==> src/gsm_pkg.sv <==
`default_nettype none

package gsm_pkg;

    localparam int DATA_WIDTH_DEF = 32;

    localparam int TOL_W   = 31;
    localparam int STEPS_W = 8;
    localparam int INDEX_W = 8;
    localparam int KIND_W  = 2;
    localparam int CFG_IDX_W  = 8;
    localparam int CFG_DATA_W = 32;

    // 1/phi and 1/phi^2 as unsigned Q0.32
    localparam logic [31:0] INV_PHI_Q32  = 32'd2654435769;
    localparam logic [31:0] INV_PHI2_Q32 = 32'd1640531527;

    localparam logic [TOL_W-1:0]   TOL_RESET   = 31'd66;
    localparam logic [STEPS_W-1:0] STEPS_RESET = 8'd64;
    localparam logic [STEPS_W-1:0] STEPS_SAT   = 8'd255;

    localparam logic [CFG_IDX_W-1:0] CFG_X_TOLERANCE = 8'd0;
    localparam logic [CFG_IDX_W-1:0] CFG_MAX_STEPS   = 8'd1;

    localparam logic CMD_START = 1'b0;
    localparam logic CMD_VALUE = 1'b1;

    localparam logic [KIND_W-1:0] KIND_PROBE   = 2'd0;
    localparam logic [KIND_W-1:0] KIND_FINAL   = 2'd1;
    localparam logic [KIND_W-1:0] KIND_IGNORED = 2'd2;

    typedef struct packed {
        logic [TOL_W-1:0]   x_tolerance;
        logic [STEPS_W-1:0] max_steps;
    } t_cfg;

endpackage

`default_nettype wire

==> src/gsm_if.sv <==
`default_nettype none

interface gsm_in_if #(
    parameter int DATA_WIDTH = gsm_pkg::DATA_WIDTH_DEF
);
    logic                          valid;
    logic                          ready;
    logic                          command;
    logic signed [DATA_WIDTH-1:0]  bound_one;
    logic signed [DATA_WIDTH-1:0]  bound_two;
    logic [gsm_pkg::INDEX_W-1:0]   equation_index;
    logic signed [DATA_WIDTH-1:0]  probe_value;

    modport source (
        output valid, command, bound_one, bound_two, equation_index, probe_value,
        input  ready
    );
    modport sink (
        input  valid, command, bound_one, bound_two, equation_index, probe_value,
        output ready
    );
endinterface

interface gsm_out_if #(
    parameter int DATA_WIDTH = gsm_pkg::DATA_WIDTH_DEF
);
    logic                          valid;
    logic                          ready;
    logic [gsm_pkg::KIND_W-1:0]    kind;
    logic signed [DATA_WIDTH-1:0]  point;
    logic [gsm_pkg::INDEX_W-1:0]   probe_index;
    logic [gsm_pkg::STEPS_W-1:0]   steps_taken;

    modport source (
        output valid, kind, point, probe_index, steps_taken,
        input  ready
    );
    modport sink (
        input  valid, kind, point, probe_index, steps_taken,
        output ready
    );
endinterface

interface gsm_cfg_if;
    logic                            valid;
    logic                            ready;
    logic [gsm_pkg::CFG_IDX_W-1:0]   index;
    logic [gsm_pkg::CFG_DATA_W-1:0]  data;

    modport source (
        output valid, index, data,
        input  ready
    );
    modport sink (
        input  valid, index, data,
        output ready
    );
endinterface

`default_nettype wire

==> src/gsm_cfg_regs.sv <==
`default_nettype none

module gsm_cfg_regs (
    input  wire logic      i_clk,
    input  wire logic      i_rst_n,
    gsm_cfg_if.sink        i_cfg,
    output gsm_pkg::t_cfg  o_cfg
);

    logic [gsm_pkg::TOL_W-1:0]   r_tol;
    logic [gsm_pkg::STEPS_W-1:0] r_max;

    assign i_cfg.ready = 1'b1;

    always_ff @(posedge i_clk) begin
        if (!i_rst_n) begin
            r_tol <= gsm_pkg::TOL_RESET;
            r_max <= gsm_pkg::STEPS_RESET;
        end else if (i_cfg.valid) begin
            case (i_cfg.index)
                gsm_pkg::CFG_X_TOLERANCE: begin
                    r_tol <= i_cfg.data[gsm_pkg::TOL_W-1:0];
                end
                gsm_pkg::CFG_MAX_STEPS: begin
                    r_max <= i_cfg.data[gsm_pkg::STEPS_W-1:0];
                end
                default: begin
                end
            endcase
        end
    end

    assign o_cfg.x_tolerance = r_tol;
    assign o_cfg.max_steps   = r_max;

endmodule

`default_nettype wire

==> src/gsm_core.sv <==
`default_nettype none

module gsm_core #(
    parameter int DATA_WIDTH = gsm_pkg::DATA_WIDTH_DEF
) (
    input  wire logic                               i_clk,
    input  wire logic                               i_rst_n,
    input  wire logic                               i_fire,
    input  wire gsm_pkg::t_cfg                      i_cfg,
    input  wire logic                               i_command,
    input  wire logic [DATA_WIDTH-1:0]              i_bound_one,
    input  wire logic [DATA_WIDTH-1:0]              i_bound_two,
    input  wire logic [gsm_pkg::INDEX_W-1:0]        i_equation_index,
    input  wire logic [DATA_WIDTH-1:0]              i_probe_value,
    output logic [gsm_pkg::KIND_W-1:0]              o_kind,
    output logic [DATA_WIDTH-1:0]                   o_point,
    output logic [gsm_pkg::INDEX_W-1:0]             o_probe_index,
    output logic [gsm_pkg::STEPS_W-1:0]             o_steps_taken
);

    localparam int CMP_W  = (DATA_WIDTH > gsm_pkg::TOL_W) ? DATA_WIDTH : gsm_pkg::TOL_W;
    localparam int PROD_W = DATA_WIDTH + 32;

    localparam logic [1:0] PH_IDLE   = 2'd0;
    localparam logic [1:0] PH_FIRST  = 2'd1;
    localparam logic [1:0] PH_SECOND = 2'd2;
    localparam logic [1:0] PH_PROBE  = 2'd3;

    // round(w * k / 2^32), ties up
    function automatic logic [DATA_WIDTH-1:0] scale_q32(
        input logic [DATA_WIDTH-1:0] w,
        input logic [31:0]           k
    );
        logic [PROD_W-1:0] p;
        p = {{32{1'b0}}, w} * {{DATA_WIDTH{1'b0}}, k};
        p = p + (PROD_W'(1) << 31);
        return p[PROD_W-1:32];
    endfunction

    logic [DATA_WIDTH-1:0]        r_lower, r_upper, r_il, r_ir, r_lv, r_rv, r_width;
    logic [DATA_WIDTH-1:0]        n_lower, n_upper, n_il, n_ir, n_lv, n_rv, n_width;
    logic [1:0]                   r_phase, n_phase;
    logic                         r_npl, n_npl;
    logic [gsm_pkg::STEPS_W-1:0]  r_steps, n_steps;
    logic [gsm_pkg::INDEX_W-1:0]  r_held, n_held;

    logic [DATA_WIDTH-1:0] cur_lv, cur_rv;
    logic [DATA_WIDTH-1:0] s_lower, s_upper, calc_lower, calc_width;
    logic [DATA_WIDTH-1:0] off_left, off_right;
    logic [DATA_WIDTH-1:0] il_calc, ir_calc;
    logic                  keep_left, swap, narrow, stop;

    assign swap       = $signed(i_bound_two) < $signed(i_bound_one);
    assign s_lower    = swap ? i_bound_two : i_bound_one;
    assign s_upper    = swap ? i_bound_one : i_bound_two;
    assign cur_lv     = (r_phase == PH_PROBE && r_npl) ? i_probe_value : r_lv;
    assign cur_rv     = (r_phase == PH_PROBE && r_npl) ? r_rv : i_probe_value;
    assign keep_left  = $signed(cur_lv) < $signed(cur_rv);
    assign calc_lower = (i_command == gsm_pkg::CMD_START) ? s_lower
                      : (keep_left ? r_lower : r_il);
    assign calc_width = (i_command == gsm_pkg::CMD_START) ? s_upper - s_lower
                      : (keep_left ? r_ir - r_lower : r_upper - r_il);
    assign off_left   = scale_q32(calc_width, gsm_pkg::INV_PHI2_Q32);
    assign off_right  = scale_q32(calc_width, gsm_pkg::INV_PHI_Q32);
    assign il_calc    = calc_lower + off_left;
    assign ir_calc    = calc_lower + off_right;
    assign narrow     = CMP_W'(calc_width) <= CMP_W'(i_cfg.x_tolerance);

    always_comb begin
        n_lower = r_lower;
        n_upper = r_upper;
        n_il    = r_il;
        n_ir    = r_ir;
        n_lv    = r_lv;
        n_rv    = r_rv;
        n_width = r_width;
        n_phase = r_phase;
        n_npl   = r_npl;
        n_steps = r_steps;
        n_held  = r_held;
        stop    = 1'b0;

        o_kind        = gsm_pkg::KIND_IGNORED;
        o_point       = '0;
        o_probe_index = '0;
        o_steps_taken = r_steps;

        if (i_command == gsm_pkg::CMD_START) begin
            n_lower = s_lower;
            n_upper = s_upper;
            n_width = calc_width;
            n_il    = il_calc;
            n_ir    = ir_calc;
            n_held  = i_equation_index;
            n_steps = '0;
            o_probe_index = i_equation_index;
            o_steps_taken = '0;
            if (narrow) begin
                n_phase = PH_IDLE;
                o_kind  = gsm_pkg::KIND_FINAL;
                o_point = i_bound_one;
            end else begin
                n_phase = PH_FIRST;
                o_kind  = gsm_pkg::KIND_PROBE;
                o_point = il_calc;
            end
        end else begin
            case (r_phase)
                PH_FIRST: begin
                    n_lv    = i_probe_value;
                    n_phase = PH_SECOND;
                    o_kind  = gsm_pkg::KIND_PROBE;
                    o_point = r_ir;
                    o_probe_index = r_held;
                end
                PH_SECOND, PH_PROBE: begin
                    if (keep_left) begin
                        n_upper = r_ir;
                        n_ir    = r_il;
                        n_lv    = cur_lv;
                        n_rv    = cur_lv;
                        n_width = calc_width;
                        n_il    = il_calc;
                        n_npl   = 1'b1;
                        o_point = il_calc;
                    end else begin
                        n_lower = r_il;
                        n_il    = r_ir;
                        n_lv    = cur_rv;
                        n_rv    = cur_rv;
                        n_width = calc_width;
                        n_ir    = ir_calc;
                        n_npl   = 1'b0;
                        o_point = ir_calc;
                    end
                    if (r_steps != gsm_pkg::STEPS_SAT) begin
                        n_steps = r_steps + 1'b1;
                    end
                    stop = narrow || (n_steps >= i_cfg.max_steps);
                    o_probe_index = r_held;
                    o_steps_taken = n_steps;
                    if (stop) begin
                        n_phase = PH_IDLE;
                        o_kind  = gsm_pkg::KIND_FINAL;
                        o_point = n_lower + (n_width >> 1);
                    end else begin
                        n_phase = PH_PROBE;
                        o_kind  = gsm_pkg::KIND_PROBE;
                    end
                end
                default: begin
                end
            endcase
        end
    end

    always_ff @(posedge i_clk) begin
        if (!i_rst_n) begin
            r_lower <= '0;
            r_upper <= '0;
            r_il    <= '0;
            r_ir    <= '0;
            r_lv    <= '0;
            r_rv    <= '0;
            r_width <= '0;
            r_phase <= PH_IDLE;
            r_npl   <= 1'b0;
            r_steps <= '0;
            r_held  <= '0;
        end else if (i_fire) begin
            r_lower <= n_lower;
            r_upper <= n_upper;
            r_il    <= n_il;
            r_ir    <= n_ir;
            r_lv    <= n_lv;
            r_rv    <= n_rv;
            r_width <= n_width;
            r_phase <= n_phase;
            r_npl   <= n_npl;
            r_steps <= n_steps;
            r_held  <= n_held;
        end
    end

endmodule

`default_nettype wire

==> src/golden_section_minimizer.sv <==
`default_nettype none

// an accepted input is held in the input register, then its result in the result register; a stalled output holds both
// one item per cycle while the output is ready; each step is a compare, two constant multiplies and adds
// sustained pace follows the partner that answers probe requests
// reset (synchronous, active low) clears the search state and both valid flags,
// and loads x_tolerance = 66 and max_steps = 64
module golden_section_minimizer #(
    parameter int DATA_WIDTH = gsm_pkg::DATA_WIDTH_DEF
) (
    input  wire logic  i_clk,
    input  wire logic  i_rst_n,
    gsm_in_if.sink     i_in,
    gsm_out_if.source  o_out,
    gsm_cfg_if.sink    i_cfg
);

    gsm_pkg::t_cfg cfg;

    logic                          r_in_valid;
    logic                          r_cmd;
    logic [DATA_WIDTH-1:0]         r_b1, r_b2, r_pv;
    logic [gsm_pkg::INDEX_W-1:0]   r_idx;

    logic                          r_out_valid;
    logic [gsm_pkg::KIND_W-1:0]    r_kind;
    logic [DATA_WIDTH-1:0]         r_point;
    logic [gsm_pkg::INDEX_W-1:0]   r_pidx;
    logic [gsm_pkg::STEPS_W-1:0]   r_steps;

    logic [gsm_pkg::KIND_W-1:0]    n_kind;
    logic [DATA_WIDTH-1:0]         n_point;
    logic [gsm_pkg::INDEX_W-1:0]   n_pidx;
    logic [gsm_pkg::STEPS_W-1:0]   n_steps;

    logic adv, fire, take;

    assign adv        = !r_out_valid || o_out.ready;
    assign fire       = r_in_valid && adv;
    assign i_in.ready = !r_in_valid || adv;
    assign take       = i_in.valid && i_in.ready;

    gsm_cfg_regs u_cfg (
        .i_clk   (i_clk),
        .i_rst_n (i_rst_n),
        .i_cfg   (i_cfg),
        .o_cfg   (cfg)
    );

    gsm_core #(
        .DATA_WIDTH (DATA_WIDTH)
    ) u_core (
        .i_clk            (i_clk),
        .i_rst_n          (i_rst_n),
        .i_fire           (fire),
        .i_cfg            (cfg),
        .i_command        (r_cmd),
        .i_bound_one      (r_b1),
        .i_bound_two      (r_b2),
        .i_equation_index (r_idx),
        .i_probe_value    (r_pv),
        .o_kind           (n_kind),
        .o_point          (n_point),
        .o_probe_index    (n_pidx),
        .o_steps_taken    (n_steps)
    );

    always_ff @(posedge i_clk) begin
        if (!i_rst_n) begin
            r_in_valid <= 1'b0;
        end else if (i_in.ready) begin
            r_in_valid <= i_in.valid;
        end
    end

    always_ff @(posedge i_clk) begin
        if (take) begin
            r_cmd <= i_in.command;
            r_b1  <= i_in.bound_one;
            r_b2  <= i_in.bound_two;
            r_idx <= i_in.equation_index;
            r_pv  <= i_in.probe_value;
        end
    end

    always_ff @(posedge i_clk) begin
        if (!i_rst_n) begin
            r_out_valid <= 1'b0;
        end else if (adv) begin
            r_out_valid <= r_in_valid;
        end
    end

    always_ff @(posedge i_clk) begin
        if (fire) begin
            r_kind  <= n_kind;
            r_point <= n_point;
            r_pidx  <= n_pidx;
            r_steps <= n_steps;
        end
    end

    assign o_out.valid       = r_out_valid;
    assign o_out.kind        = r_kind;
    assign o_out.point       = r_point;
    assign o_out.probe_index = r_pidx;
    assign o_out.steps_taken = r_steps;

endmodule

`default_nettype wire
==> src/flat_wrapper.sv <==
// flat-port wrapper written by rule: the top's interface ports become plain ports
module golden_section_minimizer_flat 
#(
    parameter int DATA_WIDTH = gsm_pkg::DATA_WIDTH_DEF
)
  (i_clk, i_rst_n, i_in_valid, i_in_command, i_in_bound_one, i_in_bound_two, i_in_equation_index, i_in_probe_value, i_in_ready, o_out_valid, o_out_kind, o_out_point, o_out_probe_index, o_out_steps_taken, o_out_ready, i_cfg_valid, i_cfg_index, i_cfg_data, i_cfg_ready);
  gsm_in_if #(.DATA_WIDTH(DATA_WIDTH)) i_in_i ();
  gsm_out_if #(.DATA_WIDTH(DATA_WIDTH)) o_out_i ();
  gsm_cfg_if i_cfg_i ();
  input  wire logic i_clk;
  input  wire logic i_rst_n;
  input wire logic [$bits(i_in_i.valid)-1:0] i_in_valid;
  input wire logic [$bits(i_in_i.command)-1:0] i_in_command;
  input wire logic [$bits(i_in_i.bound_one)-1:0] i_in_bound_one;
  input wire logic [$bits(i_in_i.bound_two)-1:0] i_in_bound_two;
  input wire logic [$bits(i_in_i.equation_index)-1:0] i_in_equation_index;
  input wire logic [$bits(i_in_i.probe_value)-1:0] i_in_probe_value;
  output wire logic [$bits(i_in_i.ready)-1:0] i_in_ready;
  output wire logic [$bits(o_out_i.valid)-1:0] o_out_valid;
  output wire logic [$bits(o_out_i.kind)-1:0] o_out_kind;
  output wire logic [$bits(o_out_i.point)-1:0] o_out_point;
  output wire logic [$bits(o_out_i.probe_index)-1:0] o_out_probe_index;
  output wire logic [$bits(o_out_i.steps_taken)-1:0] o_out_steps_taken;
  input wire logic [$bits(o_out_i.ready)-1:0] o_out_ready;
  input wire logic [$bits(i_cfg_i.valid)-1:0] i_cfg_valid;
  input wire logic [$bits(i_cfg_i.index)-1:0] i_cfg_index;
  input wire logic [$bits(i_cfg_i.data)-1:0] i_cfg_data;
  output wire logic [$bits(i_cfg_i.ready)-1:0] i_cfg_ready;
  assign i_in_i.valid = i_in_valid;
  assign i_in_i.command = i_in_command;
  assign i_in_i.bound_one = i_in_bound_one;
  assign i_in_i.bound_two = i_in_bound_two;
  assign i_in_i.equation_index = i_in_equation_index;
  assign i_in_i.probe_value = i_in_probe_value;
  assign i_in_ready = i_in_i.ready;
  assign o_out_valid = o_out_i.valid;
  assign o_out_kind = o_out_i.kind;
  assign o_out_point = o_out_i.point;
  assign o_out_probe_index = o_out_i.probe_index;
  assign o_out_steps_taken = o_out_i.steps_taken;
  assign o_out_i.ready = o_out_ready;
  assign i_cfg_i.valid = i_cfg_valid;
  assign i_cfg_i.index = i_cfg_index;
  assign i_cfg_i.data = i_cfg_data;
  assign i_cfg_ready = i_cfg_i.ready;
  golden_section_minimizer #(.DATA_WIDTH(DATA_WIDTH)) u_core (.i_clk(i_clk), .i_rst_n(i_rst_n), .i_in(i_in_i), .o_out(o_out_i), .i_cfg(i_cfg_i));
endmodule
==> config.mk <==
export PLATFORM = sky130hd
export DESIGN_NAME = golden_section_minimizer_flat
export DESIGN_NICKNAME = d
export VERILOG_FILES = /design/src/gsm_pkg.sv /design/src/gsm_if.sv /design/src/gsm_cfg_regs.sv /design/src/gsm_core.sv /design/src/golden_section_minimizer.sv /design/src/flat_wrapper.sv
export SDC_FILE = /design/constraint.sdc
export NUM_CORES = 2
export LEC_CHECK = 0
export BUFFER_PORTS_ARGS = -buffer_cell sky130_fd_sc_hd__buf_2
export CAP_MARGIN = 10
export CELL_PAD_IN_SITES_DETAIL_PLACEMENT = 0
export CELL_PAD_IN_SITES_GLOBAL_PLACEMENT = 1
export CORE_MARGIN = 2
export CORE_UTILIZATION = 45
export CTS_BUF_LIST = sky130_fd_sc_hd__clkbuf_8
export DETAILED_ROUTE_END_ITERATION = 6
export GPL_ROUTABILITY_DRIVEN = 0
export PLACE_DENSITY_LB_ADDON = 0.1
export SLEW_MARGIN = 40
export SYNTH_ARGS = -nofsm -noshare
export SYNTH_HDL_FRONTEND = slang
export SYNTH_SLANG_ARGS = --single-unit
==> constraint.sdc <==
create_clock -name i_clk -period 45.2 [get_ports i_clk]
set_input_delay 6.78 -clock i_clk [delete_from_list [all_inputs] [get_ports i_clk]]
set_output_delay 6.78 -clock i_clk [all_outputs]
set_load 0.03 [all_outputs]
==> impl_metrics.toml <==
[yosys]
yosys_warnings = 0
synth-seq-area-share = 0.156
synthFlopType = "dfxtp_1"
yosysTopAreaCell = "fa_1"
synth.avg_cell_area_um2 = 8.92
synthCells = 6985
synth_edf_count = 155
synth-seq-cells = 407
synthesis.area_um2 = 62300
synth_top_cell_area_share = 0.236
async_flop_share = 0
ys_types = 102
synth_commonest_cells = "inv_1, ha_1, fa_1"
yosysMostFrequentCell = "inv_1"
syn-num-nets = 8878
ys_top_cells_by_area = "fa_1, ha_1, dfxtp_1"

[finish]
layout-drive-gt1-share = 0.0773
fin_nets = 9049
fill_cells = 13393
design_area_um2 = 67200
areaGrowthSynthToFinish_pct = 7.88

[clocking]
clock-sinks = 407
insertion_delay_ns = 0.75
cts_max_path_buffers = 3
clkSlewWorstSetupHoldPaths_ns = 0.07
holdBufCountCts = 0
ctsResizeCount = 0
cts_max_level = 3
numCtsBuffers = 68
post_cts_buffers = 0
cts_tree = "done"
root_buffer = "clkbuf_8"

[sta]
hold_viol_final = 0
fin_crit_ns = 20.64
post-route-period-util = 0.457
tns_ns = 0
fmax_mhz = 48.4
worstMarginPinSlew_ns = 0.976
whs_ns = 0.453
slew_headroom = 0.343
finalMaxSlewViolations = 0
grt_setup_unrepaired = "no"
setup_violations = 0
finClkSkew_ns = 0.0681

[routing]
vias_per_cell = 5.53
firstDrtPassIters = 6
drtIter0Drc = 3907
drc_errors = 0
drt_wl_total_mm = 213
vias = 49806
wl_per_cell_um = 23.6
ant_nets = 0

[grt]
grt_pass1_vias = 49090
grt_use_total = 0.301
grt_max_degree = 167
grt_overflow = 0
grt_pass1_wl_mm = 315
antenna_found_initial = 6

[worst_hold_path]
worstHoldPathType = "reg2reg"
hold_path_end = "u_core.u_core.r_rv[3]$_SDFFE_PN0P_"
hold_depth = 2
hold_start = "u_core.u_core.r_rv[3]$_SDFFE_PN0P_"

[place]
io_buffers = 200
hpwl_mm = 172
dpl-instance-area_um2 = 65900

[status]
status = "completed"

[setup_path]
worstPathArrival_ns = 21.11
r2r_start = "u_core.u_core.r_phase[0]$_SDFFE_PN0P_"
max_stage_delay_ns = 0.70
rr_endpoint = "u_core.o_out.point[31]$_DFFE_PP_"
endpoint_kind = "flop"
critical_path_buf_inv_count = 13
r2r_cells = 68
setup.worst_path.class = "reg2reg"
cp.required_ns = 45.66
worstSetupStartpoint = "u_core.u_core.r_phase[0]$_SDFFE_PN0P_"
crit_fanout = 64
cpMaxStageDelayCell = "a221oi_2"
path_delay_family = "compound AO/OA/AOI/OAI gates"
start_kind = "flop"
rrSetupSlack_ns = 24.56
path_common_cell = "inv_1"

[floorplanning]
dieArea_um2 = 142000
die_y_um = 376
fp.dieW_um = 376
core_area_um2 = 137000
io_pins = 203
start_util = 0.453
row_count = 136

[flow_run]
maxCapViolations = 0
## registers in the layout, indices dropped and copies added, names as in the netlist, 31 cells and up
register and cells:
u_core.o_out.point 32, u_core.r_b1 32, u_core.r_b2 32, u_core.r_pv 32
u_core.u_cfg.r_tol 31, u_core.u_core.r_il 32, u_core.u_core.r_ir 32, u_core.u_core.r_lower 32
u_core.u_core.r_lv 32, u_core.u_core.r_rv 32, u_core.u_core.r_upper 32
## worst max path at each step
| stage | end | depth (start not counted) |
|---|---|---|
| 3_3_place_gp | u_core.o_out.point[31]$_DFFE_PP_ | 68 |
| 6_report | u_core.o_out.point[31]$_DFFE_PP_ | 68 |
| 2_1_floorplan | u_core.o_out.point[31]$_DFFE_PP_ | 66 |
| 4_1_cts | u_core.o_out.point[31]$_DFFE_PP_ | 68 |
| 3_5_place_dp | u_core.o_out.point[31]$_DFFE_PP_ | 68 |
| 5_1_grt | u_core.o_out.point[31]$_DFFE_PP_ | 68 |
## through the flow
step	cells	setup WS, ns	utilization
finish	9004	24.56	0.489
global route	9003	23.74	0.489
CTS	8999	24.64	0.489
detailed placement	8879	24.80	0.479
global placement	8877	24.48	0.479
floorplan	6985	28.62	-
## layout by cell type (no fill, tap or decap), drive strengths merged, types with 16 or more instances in the layout
cell type and instances:
nand2b 51, and2 29, dfxtp 252, a31oi 46, mux2 50, or2 16, a21boi 16, xor2 75
nand3 72, xnor2 170, o21bai 17, or3 26, nor2b 60, clkinv 23, nor3 77, nand2 618
edfxtp 155, and3 27, buf 328, inv 1345, a311oi 35, o21ai 280, a21o 88, o21a 46
a21oi 463, fa 735, ha 1008, o211ai 52, nor2 449, nand4 41, mux2i 170, a211oi 85
clkbuf 70
## worst register-to-register path: cells and delay by family (launching register included)
| kind | cells | cell delay (ns) |
|---|---|---|
| fa+ha+maj | 11 | 4.98 |
| simple gates | 18 | 4.09 |
| xor+xnor | 4 | 1.07 |
| mux | 1 | 0.48 |
| compound gates | 21 | 5.89 |
| buf+inv | 13 | 3.53 |
| flops | 1 | 0.30 |
## cells by family (layout without fill, tap and decap cells)
kind of cell | Yosys count | count (layout) | synth area share
AOI/OAI and AO/OA | 1305 | 1305 | 0.133
xor gates and xnor gates | 245 | 245 | 0.0344
adders and majority gates | 1751 | 1751 | 0.440
buffers and inverters | 1550 | 1771 | 0.0946
DFF | 407 | 407 | 0.156
muxes | 220 | 220 | 0.0364
other | 1 | 5 | 0.0000602
and+or+nand+nor | 1506 | 1506 | 0.107
## final cells by class
type,count,area (µm²),area share
Antenna cell,4,10.0,0.000149
Clock buffer,70,963,0.0143
Clock inverter,50,348,0.00517
Inverter,1323,4980,0.0740
Multi-Input combinational cell,5028,47000,0.699
Sequential cell,407,9700,0.144
Tap cell,1794,2240,0.0334
Timing Repair Buffer,328,2010,0.0299
## per-layer routing
metal,vias to the layer above,share of wire,global-route usage
met5,-,0,0
met1,24357,0.45,0.430
met3,306,0.071,0.0461
li1,23536,-,-
met4,0,0.036,0.0990
met2,1607,0.44,0.464
Power is not shown: default switching activity piles up to over one toggle a cycle in this logic, so the estimate is an artifact.
